File: config.mk
export PLATFORM = sky130hd
export DESIGN_NAME = ljpf_fifo
export DESIGN_NICKNAME = d
export VERILOG_FILES = /design/src/rtl/ljpf_pkg.sv /design/src/rtl/ljpf_fifo.sv
export SDC_FILE = /design/constraint.sdc
export NUM_CORES = 1
export LEC_CHECK = 0
export BUFFER_PORTS_ARGS = -buffer_cell sky130_fd_sc_hd__buf_4
export CORE_UTILIZATION = 25
export CTS_CLUSTER_DIAMETER = 40
export CTS_CLUSTER_SIZE = 10
export DETAILED_ROUTE_END_ITERATION = 7
export GPL_TIMING_DRIVEN = 0
export PLACE_DENSITY = 0.52
export SETUP_SLACK_MARGIN = 0.5
export SLEW_MARGIN = 10
export SYNTH_ARGS = -nofsm -noshare
export SYNTH_HDL_FRONTEND = slang
export SYNTH_SLANG_ARGS = --single-unit
File: constraint.sdc
create_clock -name clk -period 7.21 [get_ports clk]
set_input_delay 1.442 -clock clk [delete_from_list [all_inputs] [get_ports clk]]
set_output_delay 1.442 -clock clk [all_outputs]
set_load 0.005 [all_outputs]
File: src/rtl/ljpf_pkg.sv
// ljpf_pkg: shared widths, constants, codes and types of the pair force accumulator
// no dependencies; used by every file of the block

package ljpf_pkg;

    // default parameter values
    localparam int POSITION_WIDTH_DEF = 32;
    localparam int FRACTION_BITS_DEF  = 16;

    // field widths
    localparam int DIAM_W     = 24;
    localparam int BOX_W      = 31;
    localparam int CUT_W      = 20;
    localparam int FORCE_W    = 48;
    localparam int CFG_IDX_W  = 2;
    localparam int CFG_DATA_W = 32;

    // internal widths
    localparam int SEP_BITS = 26;
    localparam int MAG_W    = SEP_BITS;
    localparam int COMP_W   = SEP_BITS + 1;
    localparam int DSUM_W   = DIAM_W + 1;
    localparam int DSQ_W    = 2 * DSUM_W;
    localparam int R2_W     = 2 * MAG_W + 2;
    localparam int S_W      = 38;
    localparam int T_W      = 44;
    localparam int U_W      = 50;
    localparam int X_W      = 52;
    localparam int H_W      = U_W - 17;
    localparam int VMAG_W   = X_W + 6;
    localparam int PROD_W   = VMAG_W + MAG_W;
    localparam int Q_W      = 47;
    localparam int THR_SHIFT = 18;
    localparam int S_SHIFT   = 30;

    // shared multiply / divide unit
    localparam int MD_A_W        = 64;
    localparam int MD_P_W        = 128;
    localparam int MD_DIGIT      = 16;
    localparam int MD_MUL_STEPS  = MD_A_W / MD_DIGIT;
    localparam int MD_DIV_STEPS  = MD_P_W;
    localparam int MD_CNT_W      = 8;

    localparam logic [MD_A_W-1:0] S_CAP    = {{(MD_A_W-S_W){1'b0}}, {S_W{1'b1}}};
    localparam logic [MD_A_W-1:0] TERM_CAP = {{(MD_A_W-Q_W){1'b0}}, {Q_W{1'b1}}};
    localparam logic [THR_SHIFT-1:0] THR_ROUND = {THR_SHIFT{1'b1}};

    // queue
    localparam int FIFO_DEPTH = 4;
    localparam int FIFO_PTR_W = 2;

    // configuration register indexes
    typedef enum logic [CFG_IDX_W-1:0] {
        REG_BOX_X  = 2'd0,
        REG_BOX_Y  = 2'd1,
        REG_CUTOFF = 2'd2
    } cfg_reg_e;

    // classified pair, front to back
    typedef struct packed {
        logic signed [COMP_W-1:0] dx;
        logic signed [COMP_W-1:0] dy;
        logic signed [COMP_W-1:0] dz;
        logic [DSUM_W-1:0]        dsum;
        logic                     active;
        logic                     last;
    } pair_t;

    typedef struct packed {
        logic start;
        logic is_div;
    } md_req_t;

    typedef struct packed {
        logic busy;
        logic done;
    } md_rsp_t;

    typedef enum logic [3:0] {
        ST_IDLE,
        ST_R2,
        ST_DSQ,
        ST_THR,
        ST_S,
        ST_T,
        ST_U,
        ST_X,
        ST_V,
        ST_VM,
        ST_VD,
        ST_EMIT
    } back_state_e;

endpackage

File: src/rtl/ljpf_fifo.sv
// ljpf_fifo: short queue of classified pairs between front and back
// depends on ljpf_pkg

module ljpf_fifo (
    input  logic             clk,
    input  logic             rst_n,
    input  logic             push_valid,
    output logic             push_ready,
    input  ljpf_pkg::pair_t  push_data,
    output logic             pop_valid,
    input  logic             pop_ready,
    output ljpf_pkg::pair_t  pop_data
);
    import ljpf_pkg::*;

    pair_t                 entry_reg [FIFO_DEPTH];
    logic [FIFO_PTR_W-1:0] wr_ptr_reg, rd_ptr_reg;
    logic [FIFO_PTR_W:0]   count_reg;
    logic                  do_push, do_pop;

    assign push_ready = (count_reg != (FIFO_PTR_W+1)'(FIFO_DEPTH));
    assign pop_valid  = (count_reg != '0);
    assign pop_data   = entry_reg[rd_ptr_reg];
    assign do_push    = push_valid && push_ready;
    assign do_pop     = pop_valid && pop_ready;

    // pointers and fill level
    always_ff @(posedge clk or negedge rst_n)
    begin
        if (!rst_n)
        begin
            wr_ptr_reg <= '0;
            rd_ptr_reg <= '0;
            count_reg  <= '0;
        end
        else
        begin
            if (do_push)
                wr_ptr_reg <= wr_ptr_reg + 1'b1;
            if (do_pop)
                rd_ptr_reg <= rd_ptr_reg + 1'b1;
            if (do_push && !do_pop)
                count_reg <= count_reg + 1'b1;
            else if (do_pop && !do_push)
                count_reg <= count_reg - 1'b1;
        end
    end

    // storage
    always_ff @(posedge clk)
    begin
        if (do_push)
            entry_reg[wr_ptr_reg] <= push_data;
    end

endmodule

==> flow_summary.yaml <==
placed_design:
  dpl_cell_area_um2: 19000
  port_buffers: 221
  place_congestion: 0.645
  place_hpwl_um: 21800
pwr:
  leakagePower_nw: 7.39
  cellPowerDensity_nw_per_um2: 450
  vdd_drop_max_v: 0.000232
sta:
  tightestPinTransition_ns: 0.828
  max_slew_margin_pct: 44.8
  setup_tns_ns: 0
  hold_viol: 0
  timing.hold.ws_ns: 0.526
  period_share_pct: 54.4
  finClkSkew_ns: 0.0129
  slew_violations: 0
  rsz0062_at_grt: "false"
  fmax_mhz: 255
  setup_viol: 0
  timing.final.crit_period_ns: 3.92
routing:
  route.detailed.drc: 0
  avgRoutedWirePerCell_um: 19.6
  drt-total-wl_um: 35800
  first_pass_iters: 4
  vias: 7431
  antenna_left: 0
  drt_iter0_drc: 283
  routed_via_density: 4.08
floorplanning:
  die_w_um: 255
  num_rows: 92
  dieHeight_um: 255
  dieArea_um2: 65000
  start_util_pct: 25.3
  io_pins: 222
  core-area_um2: 63200
critical_path:
  path_max_fanout: 10
  cp-start-kind: "flip-flop"
  crit_type: "flip-flop to primary output"
  r2r_slack_ns: 4.85
  cp.required_ns: 5.77
  arrival_ns: 2.48
  endpoint_kind: "primary output"
job:
  max-cap-violations: 0
grt:
  antenna_found_initial: 2
  grt_start_max_net_pins: 45
  grt_pass1_wl_um: 51700
  grt_remaining_overflow: 0
  grt_pass1_vias: 8307
  grt_usage_pct: 11.0
finish:
  num_antenna_cells: 0
  fin_area_um2: 21600
  finalNetCount: 1029
  area_delta_synth_final_pct: 35.2
  drive_gt1_share_pct: 50.6
  fillers: 5909
  largest_reg_flops: 432
  final_util_pct: 34.2
synth:
  synthesis.area_um2: 16000
  ys.flop_type: "edfxtp_1"
  synthDistinctLibCells: 20
  synth_top_area_share_pct: 81.0
  synth_area_leaders: "edfxtp_1 (81%), mux4_2 (15%), dfrtp_1 (1.1%)"
  synth_fp_nets: 717
  ys_top_cells_by_count: "edfxtp_1 (432), mux4_2 (108), buf_6 (11)"
  ys_warn_count: 0
  synthArstFlopShare_pct: 1.59
  synth_edf_count: 432
  syn_avg_cell_area_um2: 26.7
  seq_area_frac_synth_pct: 82.1
  synthCells: 599
  synthMostInstantiatedCell: "edfxtp_1"
  synth_area_leader_cell: "edfxtp_1"
  synth-seq-cells: 439
run_status:
  outcome: "completed"
clock_tree:
  clock_latency_ns: 0.61
  cts_tree: "yes"
  cts_resized: 0
  htreeDepth: 3
  clockBufferDepth: 3
  cts-root-buf: "clkbuf_16"
  cts_hold_buf: 0
  cts_setup_buffers: 0
  cts_sinks: 439
  cts_buffers: 81
  clk_pin_slew_ns: 0.05
min_path:
  hold_path_class: "flip-flop to flip-flop"
==> critical path: stages, from the launching register on <==
cell and delay [ns]:
dfrtp_1 0.32, buf_4 0.24, clkbuf_1 0.66, mux4_2 0.48, buf_4 0.17
==> routing by layer <==
metal | wire [um] | global-route usage (%)
met5 | 33 | 0
met4 | 1080 | 5.05
met3 | 2970 | 4.71
met2 | 17100 | 17.5
met1 | 14500 | 12.9
==> cell type report <==
class	instances	area, um2	area share, %
tap	846	1060	4.89
clock buffer	92	2070	9.56
multi-input combinational	133	2660	12.3
buffer	24	195	0.902
clock inverter	56	621	2.87
timing repair buffer	229	1880	8.68
inverter	3	11.3	0.0520
sequential	439	13100	60.7
==> cells by family after synthesis <==
group           after synthesis  share of synthesized area, %
buf+inv                      27                          1.29
compound gates                1                        0.0703
xor+xnor                      6                         0.328
mux                         110                          15.3
flops                       439                          82.1
fa+ha+maj                     6                         0.516
simple gates                 10                         0.320
==> report_power, final <==
part	switching [mW]	total [mW]	internal (mW)
logic	1.25	2.59	1.34
registers	0.101	3.48	3.37
clock network	1.29	3.66	2.37
==> metrics by stage <==
stage          total power, mW  worst slack [ns]  std cells
6_report                  9.73              3.29       1822
5_1_grt                   10.2              3.07       1822
4_1_cts                   9.97              3.08       1822
3_5_place_dp              6.24              3.73       1674
3_3_place_gp              6.24            -0.191       1666
2_1_floorplan             4.91              2.49        599
==> cells in the final DEF (no fill, tap or decap), drive strengths merged <==
cell type and instances:
nor2 2, nand2 2, mux2 2, xor2 2, clkbuf 94, edfxtp 432, nand3 1, fa 1
buf 251, a21boi 1, ha 5, or3 1, clkinvlp 11, clkinv 29, and2 4, mux4 108
dfrtp 7, xnor2 4, bufinv 8, inv 11
==> final timing paths <==
path	depth (start not counted)	endpoint	start
worst max-delay path	4	pop_data[49]	rd_ptr_reg[1]
min in group asynchronous	1	count_reg[1]	rst_n
worst min-delay path	1	count_reg[2]	count_reg[2]
worst max register to register	5	entry_reg[3][35]	count_reg[0]
max in group asynchronous	1	wr_ptr_reg[1]	rst_n
worst min register to register	1	count_reg[2]	count_reg[2]
Power figures use the tool's default switching activity.
