<file path="config.mk">
export PLATFORM = sky130hd
export DESIGN_NAME = ljpf_muldiv
export DESIGN_NICKNAME = d
export VERILOG_FILES = /design/src/rtl/ljpf_pkg.sv /design/src/rtl/ljpf_muldiv.sv
export SDC_FILE = /design/constraint.sdc
export NUM_CORES = 2
export LEC_CHECK = 0
export CORE_ASPECT_RATIO = 0.75
export CORE_MARGIN = 2
export CORE_UTILIZATION = 43
export DETAILED_ROUTE_END_ITERATION = 8
export DONT_BUFFER_PORTS = 1
export GPL_ROUTABILITY_DRIVEN = 0
export GPL_TIMING_DRIVEN = 0
export PLACE_DENSITY_LB_ADDON = 0.2
export SLEW_MARGIN = 15
export SYNTH_ARGS = -nofsm -noshare
export SYNTH_HDL_FRONTEND = slang
export SYNTH_SLANG_ARGS = --single-unit
export TNS_END_PERCENT = 5
</file>
<file path="constraint.sdc">
create_clock -name clk -period 11.7 [get_ports clk]
set_clock_uncertainty 0.05 [all_clocks]
set_input_delay 0.585 -clock clk [delete_from_list [all_inputs] [get_ports clk]]
set_output_delay 0.585 -clock clk [all_outputs]
set_load 0.02 [all_outputs]
</file>
<file path="src/rtl/ljpf_pkg.sv">
// ljpf_pkg: shared widths, constants, codes and types of the pair force accumulator
// no dependencies; used by every file of the block

package ljpf_pkg;

    // default parameter values
    localparam int POSITION_WIDTH_DEF = 32;
    localparam int FRACTION_BITS_DEF  = 16;

    // field widths
    localparam int DIAM_W     = 24;
    localparam int BOX_W      = 31;
    localparam int CUT_W      = 20;
    localparam int FORCE_W    = 48;
    localparam int CFG_IDX_W  = 2;
    localparam int CFG_DATA_W = 32;

    // internal widths
    localparam int SEP_BITS = 26;
    localparam int MAG_W    = SEP_BITS;
    localparam int COMP_W   = SEP_BITS + 1;
    localparam int DSUM_W   = DIAM_W + 1;
    localparam int DSQ_W    = 2 * DSUM_W;
    localparam int R2_W     = 2 * MAG_W + 2;
    localparam int S_W      = 38;
    localparam int T_W      = 44;
    localparam int U_W      = 50;
    localparam int X_W      = 52;
    localparam int H_W      = U_W - 17;
    localparam int VMAG_W   = X_W + 6;
    localparam int PROD_W   = VMAG_W + MAG_W;
    localparam int Q_W      = 47;
    localparam int THR_SHIFT = 18;
    localparam int S_SHIFT   = 30;

    // shared multiply / divide unit
    localparam int MD_A_W        = 64;
    localparam int MD_P_W        = 128;
    localparam int MD_DIGIT      = 16;
    localparam int MD_MUL_STEPS  = MD_A_W / MD_DIGIT;
    localparam int MD_DIV_STEPS  = MD_P_W;
    localparam int MD_CNT_W      = 8;

    localparam logic [MD_A_W-1:0] S_CAP    = {{(MD_A_W-S_W){1'b0}}, {S_W{1'b1}}};
    localparam logic [MD_A_W-1:0] TERM_CAP = {{(MD_A_W-Q_W){1'b0}}, {Q_W{1'b1}}};
    localparam logic [THR_SHIFT-1:0] THR_ROUND = {THR_SHIFT{1'b1}};

    // queue
    localparam int FIFO_DEPTH = 4;
    localparam int FIFO_PTR_W = 2;

    // configuration register indexes
    typedef enum logic [CFG_IDX_W-1:0] {
        REG_BOX_X  = 2'd0,
        REG_BOX_Y  = 2'd1,
        REG_CUTOFF = 2'd2
    } cfg_reg_e;

    // classified pair, front to back
    typedef struct packed {
        logic signed [COMP_W-1:0] dx;
        logic signed [COMP_W-1:0] dy;
        logic signed [COMP_W-1:0] dz;
        logic [DSUM_W-1:0]        dsum;
        logic                     active;
        logic                     last;
    } pair_t;

    typedef struct packed {
        logic start;
        logic is_div;
    } md_req_t;

    typedef struct packed {
        logic busy;
        logic done;
    } md_rsp_t;

    typedef enum logic [3:0] {
        ST_IDLE,
        ST_R2,
        ST_DSQ,
        ST_THR,
        ST_S,
        ST_T,
        ST_U,
        ST_X,
        ST_V,
        ST_VM,
        ST_VD,
        ST_EMIT
    } back_state_e;

endpackage

</file>
<file path="src/rtl/ljpf_muldiv.sv">
// ljpf_muldiv: shared multi-cycle unit, 64x64 multiply by 16-bit digits and
// saturating restoring division of a 128-bit word; depends on ljpf_pkg

module ljpf_muldiv (
    input  logic                         clk,
    input  logic                         rst_n,
    input  ljpf_pkg::md_req_t            req,
    input  logic [ljpf_pkg::MD_P_W-1:0]  opa,
    input  logic [ljpf_pkg::MD_A_W-1:0]  opb,
    input  logic [ljpf_pkg::MD_A_W-1:0]  limit,
    output ljpf_pkg::md_rsp_t            rsp,
    output logic [ljpf_pkg::MD_P_W-1:0]  result
);
    import ljpf_pkg::*;

    localparam int PART_W = MD_A_W + MD_DIGIT;

    logic                 busy_reg, div_reg, done_reg;
    logic [MD_CNT_W-1:0]  cnt_reg;
    logic [MD_P_W-1:0]    acc_reg;
    logic [MD_A_W-1:0]    a_reg, b_reg, rem_reg, q_reg, limit_reg;
    logic                 ovf_reg;

    logic [PART_W-1:0]    part;
    logic [MD_P_W-1:0]    mul_next;
    logic [MD_A_W:0]      cand;
    logic                 ge;
    logic [MD_A_W-1:0]    rem_new, q_new, q_sat;
    logic                 ovf_new;

    // one multiply digit or one quotient bit
    always_comb
    begin
        part     = a_reg * b_reg[MD_A_W-1 -: MD_DIGIT];
        mul_next = (acc_reg << MD_DIGIT) + MD_P_W'(part);
        cand     = {rem_reg, acc_reg[MD_P_W-1]};
        ge       = cand >= {1'b0, b_reg};
        rem_new  = ge ? MD_A_W'(cand - {1'b0, b_reg}) : cand[MD_A_W-1:0];
        q_new    = {q_reg[MD_A_W-2:0], ge};
        ovf_new  = ovf_reg | q_reg[MD_A_W-1];
        q_sat    = (ovf_new || ((q_new & ~limit_reg) != '0)) ? limit_reg : q_new;
    end

    // control
    always_ff @(posedge clk or negedge rst_n)
    begin
        if (!rst_n)
        begin
            busy_reg <= 1'b0;
            done_reg <= 1'b0;
            cnt_reg  <= '0;
        end
        else
        begin
            done_reg <= 1'b0;
            if (req.start && !busy_reg)
            begin
                busy_reg <= 1'b1;
                cnt_reg  <= req.is_div ? MD_CNT_W'(MD_DIV_STEPS) : MD_CNT_W'(MD_MUL_STEPS);
            end
            else if (busy_reg)
            begin
                cnt_reg <= cnt_reg - 1'b1;
                if (cnt_reg == MD_CNT_W'(1))
                begin
                    busy_reg <= 1'b0;
                    done_reg <= 1'b1;
                end
            end
        end
    end

    // datapath
    always_ff @(posedge clk)
    begin
        if (req.start && !busy_reg)
        begin
            div_reg   <= req.is_div;
            acc_reg   <= req.is_div ? opa : '0;
            a_reg     <= opa[MD_A_W-1:0];
            b_reg     <= opb;
            rem_reg   <= '0;
            q_reg     <= '0;
            ovf_reg   <= 1'b0;
            limit_reg <= limit;
        end
        else if (busy_reg)
        begin
            if (div_reg)
            begin
                rem_reg <= rem_new;
                q_reg   <= q_new;
                ovf_reg <= ovf_new;
                if (cnt_reg == MD_CNT_W'(1))
                    acc_reg <= MD_P_W'(q_sat);
                else
                    acc_reg <= acc_reg << 1;
            end
            else
            begin
                acc_reg <= mul_next;
                b_reg   <= b_reg << MD_DIGIT;
            end
        end
    end

    assign rsp.busy = busy_reg;
    assign rsp.done = done_reg;
    assign result   = acc_reg;

endmodule

</file>
==> results.yml <==
cells_and_area:
  multi_input_area_um2: 40200
  largest_reg_flops: 128
  fin_nets: 8335
  drive_gt1_share_pct: 3.49
  instances_no_fill: 8805
  regArea_um2: 12500
  fillCellCount: 13200
  syn2layout_area_growth_pct: 10.3
synth:
  synth-seq-area-share_pct: 21.1
  ys.flop_type: "edfxtp_1"
  synth_cell_type_count: 98
  synth_xor_area_share_pct: 2.46
  ys_ff_latch: 460
  synthMuxAreaShare_pct: 0.903
  synthArstFlopShare_pct: 2.17
  syn_area_um2: 59100
  synth_top_family_by_area: "adder cells"
  synthesis.nets: 8119
  yosysWarnings: 0
  synth-edff-count: 321
  synthCells: 6694
  synth-compound-area-share_pct: 12.2
  synth-simple-area-share_pct: 16.0
  synthAdderAreaFrac_pct: 36.5
  avgSynthCellArea_um2: 8.83
routing:
  vias: 51600
  wl_um: 250000
  via_per_inst: 5.86
  firstDrtPassIters: 9
  drtAntennaViolNets: 0
  wl_per_cell_um: 28.4
  post-route-drc-count: 0
  drt_first_iter_violations: 6834
die:
  fp.dieH_um: 325
  die_x_um: 432
  dieArea_um2: 141000
  fp-row-count: 117
  io_pins: 390
  start_util_pct: 43.4
  core_um2: 136000
setup_path:
  critical_path_required_ps: 12080
  critical_path_arrival_ps: 10660
  cp-start-kind: "flip-flop"
  crit_family: "adder cells"
  path_class: "flip-flop to flip-flop"
  path_max_fanout: 12
  crit_slowest_cell: "clkbuf_1"
  cp-end-kind: "flip-flop"
  cp_common_cell: "fa_1"
  worstPathCellList: "clkbuf_1 > clkbuf_1 > nand2_1 > fa_1 > fa_1 > inv_1 > fa_1 > fa_1 > fa_1 > fa_1 > ha_1 > a21oi_1 > o211ai_1 > o31ai_1 > a21oi_1 > o211ai_1 > nand4_1 > a21oi_1 > buf_2 > nor4_1 > xnor2_1 > o21ai_0"
  max_stage_delay_ps: 1050
  crit_buf_inv: 4
timing:
  fmax_mhz: 97.3
  grt_setup_unrepaired: "no"
  slew_headroom_pct: 4.62
  setup_viol: 0
  hold_viol_final: 0
  setup_slack_ps: 1420
  max_slew.worst_pin.slew_ps: 1430
  finalSetupTns_ps: 0
  fin_crit_ps: 10280
  post-route-period-util_pct: 87.9
  final_max_slew_viol_count: 0
  hold_slack_ps: 28.7
placed_design:
  portBuffers: 0
  place_hpwl_um: 200000
  dp_cells: 8487
  preCtsSetupSlack_ps: 1900
status:
  status: "complete, no violations"
clock_network:
  post_cts_resized: 0
  cts_made_buffers: 55
  path_clk_slew_ps: 70
  hold_buffers: 151
  clockBufferDepth: 3
  cts_sinks: 460
  cts-root-buf: "clkbuf_16"
  post-cts-setup-buffers: 0
  cts_tree: "built"
  clk_latency_ps: 730
  htree_levels: 2
worst_hold_path:
  hold_class: "input port to flip-flop"
global_routing:
  grt_overflow: 0
  antenna_found_initial: 45
  grt_max_degree: 69
  grt_usage_pct: 35.4
  grt_pass1_vias: 49900
  grt_pass1_wl_um: 358000
flow_run:
  maxCapViolations: 0
[per-stage QoR]
step                cell area [um^2]  util (%)
global placement               61400      45.1
global route                   65100      47.9
detailed placement             61600      45.2
floorplan                      59100         -
CTS                            65100      47.8
finish                         65200      47.9
[cell usage in the layout, fill, tap and decap left out, types with 63 or more instances in the layout]
| cell | count |
|---|---|
| clkbuf_1 | 326 |
| xnor2_1 | 125 |
| a21o_1 | 87 |
| inv_1 | 1309 |
| nor2_1 | 194 |
| a22oi_1 | 63 |
| o21ai_0 | 228 |
| and2_1 | 390 |
| a21oi_1 | 350 |
| nand3_1 | 88 |
| ha_1 | 234 |
| dlygate4sd3_1 | 151 |
| edfxtp_1 | 321 |
| fa_1 | 931 |
| dfxtp_1 | 129 |
| nand2_1 | 1100 |
| diode_2 | 64 |
[final timing paths]
| check | startpoint | end | slack (ps) | depth (start not counted) |
|---|---|---|---|---|
| min in group asynchronous | rst_n | cnt_reg[3] | 240 | 1 |
| setup reg to reg | b_reg[63] | result[120] | 1420 | 22 |
| setup / recovery | b_reg[63] | result[120] | 1420 | 22 |
| max in group asynchronous | rst_n | busy_reg | 11020 | 1 |
| hold reg to reg | q_reg[33] | q_reg[34] | 370 | 2 |
| hold / removal | opb[53] | b_reg[53] | 30 | 2 |
[final cells by class]
type,count,share of cell area (%)
multi-input cells,4536,61.7
flip-flops and latches,460,19.1
inverters,1312,7.56
well taps,1785,3.42
repair buffers,159,2.59
clock buffers,72,2.43
plain buffers,386,2.38
clock inverters,31,0.570
diodes,64,0.246
[Yosys cell counts (60+ instances only)]
master / number / share of area [%]
a21o_1: 87 / 1.1
a21oi_1: 350 / 3.0
a22oi_1: 63 / 0.80
and2_1: 390 / 4.1
clkbuf_1: 343 / 2.2
dfxtp_1: 129 / 4.4
edfxtp_1: 321 / 16
fa_1: 931 / 32
ha_1: 234 / 5.0
inv_1: 1310 / 8.3
nand2_1: 1100 / 7.0
nand3_1: 88 / 0.74
nand4_1: 60 / 0.63
nor2_1: 196 / 1.2
o21ai_0: 228 / 1.9
xnor2_1: 125 / 1.9
[cell families after synthesis]
| logic type | Yosys count |
|---|---|
| adder cells (fa/ha/maj) | 1165 |
| XOR/XNOR | 166 |
| flip-flops | 460 |
| buffers and inverters | 1698 |
| multiplexers | 50 |
| AND/OR/NAND/NOR | 2030 |
| AO/OA/AOI/OAI | 1125 |
[layer usage]
| metal | vias up | track usage (%) | wire length [um] |
|---|---|---|---|
| li1 | 21800 | - | - |
| met1 | 25700 | 47.3 | 97100 |
| met2 | 3476 | 48.9 | 100000 |
| met3 | 686 | 13.6 | 35300 |
| met4 | 32 | 19.5 | 16900 |
| met5 | - | 0.410 | 310 |
Power is left out: the tool's default activity adds up to more than one toggle a clock period on the data nets, which glitch-free logic cannot reach.
