## config.mk

```make
export PLATFORM = sky130hd
export DESIGN_NAME = ljpf_front_flat
export DESIGN_NICKNAME = d
export VERILOG_FILES = /design/src/rtl/ljpf_pkg.sv /design/src/rtl/ljpf_if.sv /design/src/rtl/ljpf_front.sv /design/src/flat_wrapper.sv
export SDC_FILE = /design/constraint.sdc
export NUM_CORES = 1
export LEC_CHECK = 0
export BUFFER_PORTS_ARGS = -buffer_cell sky130_fd_sc_hd__buf_2
export CORE_ASPECT_RATIO = 0.75
export CORE_MARGIN = 3
export CORE_UTILIZATION = 40
export CTS_BUF_LIST = sky130_fd_sc_hd__clkbuf_16
export DETAILED_ROUTE_END_ITERATION = 10
export PLACE_DENSITY = 0.7
export SKIP_LAST_GASP = 1
export SYNTH_ARGS = -nofsm -noshare
export SYNTH_HDL_FRONTEND = slang
export SYNTH_SLANG_ARGS = --single-unit
```

## constraint.sdc

```tcl
create_clock -name clk -period 11.53 [get_ports clk]
set_input_delay 2.306 -clock clk [delete_from_list [all_inputs] [get_ports clk]]
set_output_delay 2.306 -clock clk [all_outputs]
set_load 0.1 [all_outputs]
```

## src/rtl/ljpf_pkg.sv

```systemverilog
// ljpf_pkg: shared widths, constants, codes and types of the pair force accumulator
// no dependencies; used by every file of the block

package ljpf_pkg;

    // default parameter values
    localparam int POSITION_WIDTH_DEF = 32;
    localparam int FRACTION_BITS_DEF  = 16;

    // field widths
    localparam int DIAM_W     = 24;
    localparam int BOX_W      = 31;
    localparam int CUT_W      = 20;
    localparam int FORCE_W    = 48;
    localparam int CFG_IDX_W  = 2;
    localparam int CFG_DATA_W = 32;

    // internal widths
    localparam int SEP_BITS = 26;
    localparam int MAG_W    = SEP_BITS;
    localparam int COMP_W   = SEP_BITS + 1;
    localparam int DSUM_W   = DIAM_W + 1;
    localparam int DSQ_W    = 2 * DSUM_W;
    localparam int R2_W     = 2 * MAG_W + 2;
    localparam int S_W      = 38;
    localparam int T_W      = 44;
    localparam int U_W      = 50;
    localparam int X_W      = 52;
    localparam int H_W      = U_W - 17;
    localparam int VMAG_W   = X_W + 6;
    localparam int PROD_W   = VMAG_W + MAG_W;
    localparam int Q_W      = 47;
    localparam int THR_SHIFT = 18;
    localparam int S_SHIFT   = 30;

    // shared multiply / divide unit
    localparam int MD_A_W        = 64;
    localparam int MD_P_W        = 128;
    localparam int MD_DIGIT      = 16;
    localparam int MD_MUL_STEPS  = MD_A_W / MD_DIGIT;
    localparam int MD_DIV_STEPS  = MD_P_W;
    localparam int MD_CNT_W      = 8;

    localparam logic [MD_A_W-1:0] S_CAP    = {{(MD_A_W-S_W){1'b0}}, {S_W{1'b1}}};
    localparam logic [MD_A_W-1:0] TERM_CAP = {{(MD_A_W-Q_W){1'b0}}, {Q_W{1'b1}}};
    localparam logic [THR_SHIFT-1:0] THR_ROUND = {THR_SHIFT{1'b1}};

    // queue
    localparam int FIFO_DEPTH = 4;
    localparam int FIFO_PTR_W = 2;

    // configuration register indexes
    typedef enum logic [CFG_IDX_W-1:0] {
        REG_BOX_X  = 2'd0,
        REG_BOX_Y  = 2'd1,
        REG_CUTOFF = 2'd2
    } cfg_reg_e;

    // classified pair, front to back
    typedef struct packed {
        logic signed [COMP_W-1:0] dx;
        logic signed [COMP_W-1:0] dy;
        logic signed [COMP_W-1:0] dz;
        logic [DSUM_W-1:0]        dsum;
        logic                     active;
        logic                     last;
    } pair_t;

    typedef struct packed {
        logic start;
        logic is_div;
    } md_req_t;

    typedef struct packed {
        logic busy;
        logic done;
    } md_rsp_t;

    typedef enum logic [3:0] {
        ST_IDLE,
        ST_R2,
        ST_DSQ,
        ST_THR,
        ST_S,
        ST_T,
        ST_U,
        ST_X,
        ST_V,
        ST_VM,
        ST_VD,
        ST_EMIT
    } back_state_e;

endpackage

```

## src/rtl/ljpf_if.sv

```systemverilog
// ljpf_if: valid/ready channel interfaces of the pair force accumulator
// depends on ljpf_pkg

interface ljpf_pair_if #(
    parameter int POSITION_WIDTH = ljpf_pkg::POSITION_WIDTH_DEF
);
    logic                              valid;
    logic                              ready;
    logic signed [POSITION_WIDTH-1:0]  target_x;
    logic signed [POSITION_WIDTH-1:0]  target_y;
    logic signed [POSITION_WIDTH-1:0]  target_z;
    logic signed [POSITION_WIDTH-1:0]  neighbour_x;
    logic signed [POSITION_WIDTH-1:0]  neighbour_y;
    logic signed [POSITION_WIDTH-1:0]  neighbour_z;
    logic [ljpf_pkg::DIAM_W-1:0]       target_diameter;
    logic [ljpf_pkg::DIAM_W-1:0]       neighbour_diameter;
    logic                              skip_pair;
    logic                              last_pair;

    modport source (
        output valid, target_x, target_y, target_z, neighbour_x, neighbour_y, neighbour_z,
        output target_diameter, neighbour_diameter, skip_pair, last_pair,
        input  ready
    );
    modport sink (
        input  valid, target_x, target_y, target_z, neighbour_x, neighbour_y, neighbour_z,
        input  target_diameter, neighbour_diameter, skip_pair, last_pair,
        output ready
    );
endinterface


```

## src/rtl/ljpf_front.sv

```systemverilog
// ljpf_front: takes pair words, forms separations with minimum image in x and y,
// classifies near/far/skip; depends on ljpf_pkg and ljpf_if

module ljpf_front #(
    parameter int POSITION_WIDTH = ljpf_pkg::POSITION_WIDTH_DEF
) (
    input  logic                        clk,
    input  logic                        rst_n,
    ljpf_pair_if.sink                   pair_in,
    input  logic [ljpf_pkg::BOX_W-1:0]  box_x,
    input  logic [ljpf_pkg::BOX_W-1:0]  box_y,
    output logic                        push_valid,
    input  logic                        push_ready,
    output ljpf_pkg::pair_t             push_data
);
    import ljpf_pkg::*;

    localparam int DIFF_W = POSITION_WIDTH + 1;
    localparam int WRAP_W = ((DIFF_W > BOX_W + 1) ? DIFF_W : BOX_W + 1) + 2;
    localparam logic signed [WRAP_W-1:0] SEP_HI = WRAP_W'(1) << SEP_BITS;
    localparam logic signed [WRAP_W-1:0] SEP_LO = -SEP_HI;

    logic                     valid_reg;
    logic signed [DIFF_W-1:0] dx_reg, dy_reg, dz_reg;
    logic [DSUM_W-1:0]        dsum_reg;
    logic                     skip_reg, last_reg;

    logic signed [WRAP_W-1:0] wx, wy, wz;
    logic                     near;

    // nearest periodic image of one component
    function automatic logic signed [WRAP_W-1:0] wrap_comp(
        input logic signed [WRAP_W-1:0] v,
        input logic signed [WRAP_W-1:0] len
    );
        logic signed [WRAP_W-1:0] twice;
        twice = v + v;
        if (twice > len)
            return v - len;
        else if (twice < -len)
            return v + len;
        else
            return v;
    endfunction

    assign pair_in.ready = !valid_reg || push_ready;

    // stage control
    always_ff @(posedge clk or negedge rst_n)
    begin
        if (!rst_n)
            valid_reg <= 1'b0;
        else if (pair_in.ready)
            valid_reg <= pair_in.valid;
    end

    // raw separation and diameter sum
    always_ff @(posedge clk)
    begin
        if (pair_in.valid && pair_in.ready)
        begin
            dx_reg   <= DIFF_W'(pair_in.target_x) - DIFF_W'(pair_in.neighbour_x);
            dy_reg   <= DIFF_W'(pair_in.target_y) - DIFF_W'(pair_in.neighbour_y);
            dz_reg   <= DIFF_W'(pair_in.target_z) - DIFF_W'(pair_in.neighbour_z);
            dsum_reg <= DSUM_W'(pair_in.target_diameter) + DSUM_W'(pair_in.neighbour_diameter);
            skip_reg <= pair_in.skip_pair;
            last_reg <= pair_in.last_pair;
        end
    end

    // wrap and far test
    always_comb
    begin
        wx = wrap_comp(WRAP_W'(dx_reg), $signed({{(WRAP_W-BOX_W){1'b0}}, box_x}));
        wy = wrap_comp(WRAP_W'(dy_reg), $signed({{(WRAP_W-BOX_W){1'b0}}, box_y}));
        wz = WRAP_W'(dz_reg);
        near = (wx < SEP_HI) && (wx > SEP_LO) && (wy < SEP_HI) && (wy > SEP_LO)
            && (wz < SEP_HI) && (wz > SEP_LO);
        push_data.dx     = wx[COMP_W-1:0];
        push_data.dy     = wy[COMP_W-1:0];
        push_data.dz     = wz[COMP_W-1:0];
        push_data.dsum   = dsum_reg;
        push_data.active = near && !skip_reg;
        push_data.last   = last_reg;
    end

    assign push_valid = valid_reg;

endmodule

```

## src/flat_wrapper.sv

```systemverilog
// flat-port wrapper written by rule: the top's interface ports become plain ports
module ljpf_front_flat import ljpf_pkg::*;
#(
    parameter int POSITION_WIDTH = ljpf_pkg::POSITION_WIDTH_DEF
)
  (clk, rst_n, box_x, box_y, push_valid, push_ready, push_data, pair_in_valid, pair_in_target_x, pair_in_target_y, pair_in_target_z, pair_in_neighbour_x, pair_in_neighbour_y, pair_in_neighbour_z, pair_in_target_diameter, pair_in_neighbour_diameter, pair_in_skip_pair, pair_in_last_pair, pair_in_ready);
  ljpf_pair_if #(.POSITION_WIDTH(POSITION_WIDTH)) pair_in_i ();
  input  logic clk;
  input  logic rst_n;
  input  logic [ljpf_pkg::BOX_W-1:0] box_x;
  input  logic [ljpf_pkg::BOX_W-1:0] box_y;
  output logic push_valid;
  input  logic push_ready;
  output ljpf_pkg::pair_t push_data;
  input wire logic [$bits(pair_in_i.valid)-1:0] pair_in_valid;
  input wire logic [$bits(pair_in_i.target_x)-1:0] pair_in_target_x;
  input wire logic [$bits(pair_in_i.target_y)-1:0] pair_in_target_y;
  input wire logic [$bits(pair_in_i.target_z)-1:0] pair_in_target_z;
  input wire logic [$bits(pair_in_i.neighbour_x)-1:0] pair_in_neighbour_x;
  input wire logic [$bits(pair_in_i.neighbour_y)-1:0] pair_in_neighbour_y;
  input wire logic [$bits(pair_in_i.neighbour_z)-1:0] pair_in_neighbour_z;
  input wire logic [$bits(pair_in_i.target_diameter)-1:0] pair_in_target_diameter;
  input wire logic [$bits(pair_in_i.neighbour_diameter)-1:0] pair_in_neighbour_diameter;
  input wire logic [$bits(pair_in_i.skip_pair)-1:0] pair_in_skip_pair;
  input wire logic [$bits(pair_in_i.last_pair)-1:0] pair_in_last_pair;
  output wire logic [$bits(pair_in_i.ready)-1:0] pair_in_ready;
  assign pair_in_i.valid = pair_in_valid;
  assign pair_in_i.target_x = pair_in_target_x;
  assign pair_in_i.target_y = pair_in_target_y;
  assign pair_in_i.target_z = pair_in_target_z;
  assign pair_in_i.neighbour_x = pair_in_neighbour_x;
  assign pair_in_i.neighbour_y = pair_in_neighbour_y;
  assign pair_in_i.neighbour_z = pair_in_neighbour_z;
  assign pair_in_i.target_diameter = pair_in_target_diameter;
  assign pair_in_i.neighbour_diameter = pair_in_neighbour_diameter;
  assign pair_in_i.skip_pair = pair_in_skip_pair;
  assign pair_in_i.last_pair = pair_in_last_pair;
  assign pair_in_ready = pair_in_i.ready;
  ljpf_front #(.POSITION_WIDTH(POSITION_WIDTH)) u_core (.clk(clk), .rst_n(rst_n), .pair_in(pair_in_i), .box_x(box_x), .box_y(box_y), .push_valid(push_valid), .push_ready(push_ready), .push_data(push_data));
endmodule
```

==> impl_metrics.yaml, run 1 <==
layout:
  layout-area-overhead-vs-synth_pct: 15.48
  drive_gt1_frac: 0.1677
  fin_util: 0.4700
  design_area_sq_mm: 0.02435
  nFillCells: 5126
  seq_area_sq_mm: 0.003809
  fin_nets: 3725
  multi_input_area_sq_mm: 0.01581
synth:
  yosys.area_share.simple: 0.1951
  synth_common_cells: "ha_1, inv_1, nor2_1"
  ys_types: 78
  synthesis.instances: 2679
  synth_fa_ha_area_frac: 0.2296
  synth_seq_area_share: 0.1807
  synth_area_leader_cell: "ha_1"
  synth_xor_area_frac: 0.05941
  ys.flop_type: "edfxtp_1"
  syn_nets: 3369
  syn_area_sq_mm: 0.02108
  avgSynthCellArea_sq_um: 7.870
  netlist_top_cells_area: "ha_1, edfxtp_1, xnor2_1"
  synth_top_area_share: 0.2220
  synth.area.mux_share: 0.005875
  synth.most_common_cell: "ha_1"
  yosysWarnings: 0
  synth_edf_count: 126
  synth-seq-cells: 127
  async_reset_ff_frac: 0.007874
  synth_top_family_by_area: "compound AO/OA/AOI/OAI gates"
  synth-compound-area-share: 0.2573
global_routing:
  track_usage: 0.2569
  grt_remaining_overflow: 0
  grt_pass1_vias: 19960
  antenna_found_initial: 12
  grt_pass1_wl_mm: 113.9
  grt_max_degree: 78
clocking:
  cts_num_sinks: 127
  cts_buffers: 17
  clk_pin_slew_ns: 0.06
  ctsHoldBuffers: 0
  cts-root-buf: "clkbuf_16"
  insertion_delay_ns: 0.42
  cts_buffer_depth: 2
  cts_tree: "done"
  htree_levels: 4
route:
  routedWlPerCell_um: 19.88
  drtAntennaViolNets: 0
  viasPerCell: 5.872
  drtIter0Drc: 2262
  wirelength_mm: 74.74
  dr.pass1.iters: 6
  num_vias: 22070
  drcViolationCount: 0
floorplan:
  die_y_um: 204.8
  fp.coreArea_sq_mm: 0.05180
  rows: 72
  die_w_um: 271.1
  start_util: 0.4070
  ios: 418
  die-area_sq_mm: 0.05553
pwr:
  p_per_area_mw_per_mm2: 130.4
  power_w: 0.003175
  p_leak_nw: 11.46
  irDropWorstVdd_uv: 121.4
timing:
  fin_tns_setup_ns: 0
  fin_crit_sh: 0.9674
  slew_violations: 0
  min_period_ns: 11.15
  fin_skew_ns: 0.01042
  grt_setup_unrepaired: "false"
  tightest_slew_ns: 1.014
  timing.hold.ws_ns: 0.5341
  hold_viol: 0
  slew-limit-headroom: 0.3154
  finalSetupViolations: 0
  fmax_ghz: 0.08966
setup_path:
  cp.arrival_ns: 8.85
  reg2reg_slack_ns: 9.11
  crit_type: "in -> out"
  start_kind: "input pin"
  cp_data_required_time_ns: 9.22
  critPathMaxFanout: 5
  worstSetupEndpointType: "output pin"
placement:
  post_dp_cell_area_sq_mm: 0.02371
  place_congestion: 1.035
  place_hpwl_mm: 62.76
  port_buffers: 417
flow_run:
  drv_cap: 0
worst_hold_path:
  hp-class: "reg -> reg"
outcome:
  status: "finished clean"
==> report_power, final <==
part / switching [W] / leakage [nW] / internal, W
clock network: 0.000213 / 0.272 / 0.000316
registers: 0.0000817 / 1.21 / 0.000587
logic: 0.00140 / 9.98 / 0.000576
==> cell families after synthesis <==
family          count (synthesis)
flops                         127
mux                            12
buf+inv                       372
simple gates                  840
fa+ha+maj                     382
compound gates                803
xor+xnor                      143
==> timing repair <==
item,in CTS,in global routing
hold endpoints to repair,0,0
gates resized for setup,0,6
buffers inserted,0,3
endpoints found under the setup margin,0,1
==> worst max-delay path, stage by stage <==
cell and delay, ns:
buf_2 0.13, nor4_1 0.27, buf_4 0.17, nand3_1 0.19, or4_1 0.49, or3_1 0.41, or3_1 0.41, nor2_1 0.12
nand2_1 0.15, nor3_2 0.19, xnor2_1 0.14, ha_1 0.26, a21o_1 0.18, a221oi_2 0.23, and3_2 0.27, o2111ai_2 0.18
a22oi_2 0.32, buf_4 0.17, a22oi_1 0.06, o22ai_1 0.15, a21oi_1 0.09, or4_1 0.52, or4_1 0.48, nor4_1 0.36
nand2_1 0.12, nand4_1 0.15, a22oi_2 0.09, buf_4 0.23
==> metrics by stage <==
step | std cells | setup WS, ns
floorplan | 2679 | 0.006193
global placement | 3716 | 0.3602
detailed placement | 3716 | 0.2690
CTS | 3747 | 0.2285
global route | 3758 | 0.03435
finish | 3759 | 0.3763
==> path summary, 6_finish.rpt <==
kind	start	to	depth (start not counted)
setup / recovery	box_y[4]	push_data[1]	28
setup reg to reg	u_core.push_valid$_DFFE_PN0N_	u_core.dx_reg[23]$_DFFE_PP_	3
hold reg to reg	u_core.push_valid$_DFFE_PN0N_	u_core.push_valid$_DFFE_PN0N_	2
max in group asynchronous	rst_n	u_core.push_valid$_DFFE_PN0N_	1
hold / removal	u_core.push_valid$_DFFE_PN0N_	u_core.push_valid$_DFFE_PN0N_	2
min in group asynchronous	rst_n	u_core.push_valid$_DFFE_PN0N_	1
==> per-layer routing <==
metal	track usage	vias up	share of wire	wire (um)
li1	-	10640	-	-
met5	0	-	0.00028	21
met1	0.3964	10270	0.48	35820
met3	0.05808	74	0.10	7775
met2	0.3608	1082	0.40	30010
met4	0.04921	4	0.015	1110
==> cell type report <==
type,count,share of cell area
inverters,272,0.04194
multi-input cells,2180,0.6492
repair buffers,437,0.09199
clock inverters,14,0.005859
flip-flops and latches,127,0.1564
diodes,9,0.0009251
clock buffers,17,0.01747
well taps,703,0.03613
==> cells in the final DEF, fill, tap and decap left out, types with 17 or more instances in the layout <==
cell | netlist | routed
a211oi_1 | 21 | 21
a21o_1 | 84 | 84
a21oi_1 | 211 | 210
a22o_1 | 17 | 17
a31oi_1 | 25 | 25
and2_1 | 21 | 20
and3_1 | 26 | 25
buf_2 | 5 | 416
buf_4 | 29 | 21
clkbuf_16 | 0 | 17
edfxtp_1 | 126 | 126
ha_1 | 374 | 374
inv_1 | 272 | 273
nand2_1 | 140 | 140
nand2b_1 | 34 | 34
nand3_1 | 67 | 67
nand4_1 | 48 | 48
nor2_1 | 253 | 253
nor2b_1 | 37 | 37
nor3_1 | 106 | 104
nor4_1 | 37 | 37
o211ai_1 | 23 | 23
o21a_1 | 33 | 33
o21ai_0 | 125 | 120
o21bai_1 | 31 | 31
o22ai_1 | 28 | 28
or3_1 | 24 | 24
xnor2_1 | 124 | 124
xor2_1 | 19 | 19
Note: power is estimated with default switching activity, not from simulation.
==> run 2, diff against run 1 <==
--- a/config.mk
+++ b/config.mk
@@ -5,7 +5,7 @@
 export SDC_FILE = /design/constraint.sdc
 export NUM_CORES = 1
 export LEC_CHECK = 0
-export BUFFER_PORTS_ARGS = -buffer_cell sky130_fd_sc_hd__buf_2
+export BUFFER_PORTS_ARGS = -buffer_cell sky130_fd_sc_hd__buf_4
 export CORE_ASPECT_RATIO = 0.75
 export CORE_MARGIN = 3
 export CORE_UTILIZATION = 40
==> impl_metrics.yaml, run 2 (synthesis gave the netlist of run 1 again) <==
placement:
  dp_cells: 3716
  place_hpwl_mm: 63.74
  place_congestion: 0.9729
  post_dp_cell_area_sq_mm: 0.02476
  port_buffers: 417
clocking:
  cts_num_sinks: 127
  insertion_delay_ns: 0.44
  cts_tree: "done"
  cts-root-buf: "clkbuf_16"
  htree_levels: 4
  clk_pin_slew_ns: 0.06
  ctsResizeCount: 0
  cts_setup_buffers: 0
  cts_buffers: 17
  ctsHoldBuffers: 0
  cts_buffer_depth: 2
layout:
  final_common_cell: "buf_4"
  final_cells: 3753
  design_area_sq_mm: 0.02535
  multi_input_area_sq_mm: 0.01582
  seq_area_sq_mm: 0.003809
  layout-area-overhead-vs-synth_pct: 20.26
  nFillCells: 5098
  final_cell_mix: "buf_4, ha_1, inv_1, nor2_1, a21oi_1"
  fin_nets: 3722
  drive_gt1_frac: 0.1678
pwr:
  p_per_area_mw_per_mm2: 127.4
  p_leak_nw: 11.79
  irDropWorstVdd_uv: 125.4
  power_w: 0.003229
route:
  wirelength_mm: 75.87
  drtAntennaViolNets: 0
  routedWlPerCell_um: 20.22
  viasPerCell: 5.835
  num_vias: 21900
  drcViolationCount: 0
  dr.pass1.iters: 8
  drtIter0Drc: 2417
setup_path:
  cpLargestDelayFamily: "simple AND/OR/NAND/NOR gates"
  cp_data_required_time_ns: 9.22
  cp.arrival_ns: 8.70
  critPathMaxFanout: 12
  slowest_stage: "or4_1"
  path_buf_inv: 4
  worstReg2RegStart: "u_core.push_valid$_DFFE_PN0N_"
  slowest_delay_ns: 0.45
  worstSetupEndpointType: "output pin"
  crit_type: "in -> out"
  crit_path_start: "box_y[4]"
  start_kind: "input pin"
global_routing:
  grt_pass1_wl_mm: 115.0
  grt_remaining_overflow: 0
  track_usage: 0.2611
  antenna_found_initial: 4
  grt_pass1_vias: 20180
  grt_max_degree: 70
outcome:
  status: "finished clean"
floorplan:
  fp.coreArea_sq_mm: 0.05180
  rows: 72
  start_util: 0.4070
  ios: 418
  die_w_um: 271.1
  die_y_um: 204.8
  die-area_sq_mm: 0.05553
timing:
  finalSetupViolations: 0
  hold_viol: 0
  fin_skew_ns: 0.01058
  tightest_slew_ns: 1.083
  slew_violations: 0
  grt_setup_unrepaired: "false"
  fmax_ghz: 0.09087
  min_period_ns: 11.00
  fin_tns_setup_ns: 0
  slew-limit-headroom: 0.2683
  fin_crit_sh: 0.9544
worst_hold_path:
  hp-class: "reg -> reg"
  min_from: "u_core.push_valid$_DFFE_PN0N_"
flow_run:
  drv_cap: 0
==> run 2: cell count changes in the layout (fill, tap and decap cells not counted), moves of 2 or more <==
cell,before,now
buf_2,416,0
clkinvlp_4,3,5
buf_4,21,433
diode_2,9,5
==> run 2: final timing paths <==
check                                                     end  slack [ns]  cells after the start
worst max register to register    u_core.dx_reg[24]$_DFFE_PP_        9.08                      3
worst min register to register  u_core.push_valid$_DFFE_PN0N_        0.57                      2
min in group asynchronous       u_core.push_valid$_DFFE_PN0N_        1.64                      1
worst max-delay path                             push_data[1]        0.53                     28
max in group asynchronous       u_core.push_valid$_DFFE_PN0N_        9.81                      1
worst min-delay path            u_core.push_valid$_DFFE_PN0N_        0.57                      2
==> run 2: power by group <==
group          internal (W)  leakage (nW)  total [W]  switching (W)
Clock              0.000294         0.259   0.000507       0.000213
Sequential         0.000587          1.21   0.000669      0.0000816
Combinational      0.000648          10.3    0.00205        0.00140
Total               0.00153          11.8    0.00323        0.00170
==> run 2: tightest hold or removal path, stage by stage (launching register included) <==
cell      delay (ns)
dfrtp_1         0.35
nand2b_1        0.09
nand2b_1        0.08
==> run 2: layout make-up <==
cell class / instances / area share
tap: 703 / 0.03469
timing repair buffer: 434 / 0.1287
clock inverter: 15 / 0.004836
sequential: 127 / 0.1502
inverter: 272 / 0.04027
multi-input combinational: 2180 / 0.6240
antenna: 5 / 0.0004935
clock buffer: 17 / 0.01678
==> run 2: layer usage <==
metal  GRT usage  vias to the layer above  part of all wire
met4     0.05400                        0             0.017
met2      0.3679                     1108              0.40
li1            -                    10630                 -
met3     0.07763                       81              0.12
met1      0.3890                    10080              0.47
met5           0                        -                 0
==> run 2: metrics by stage <==
| step | util | hold WS (ns) | setup WS, ns |
|---|---|---|---|
| finish | 0.4894 | 0.5684 | 0.5258 |
| global route | 0.4894 | 0.6215 | 0.07909 |
| CTS | 0.4885 | 0.5710 | 0.2925 |
| detailed placement | 0.4779 | 0.5553 | 0.3331 |
| global placement | 0.4779 | 0.5300 | 0.3979 |
| floorplan | - | 1.783 | 0.006193 |
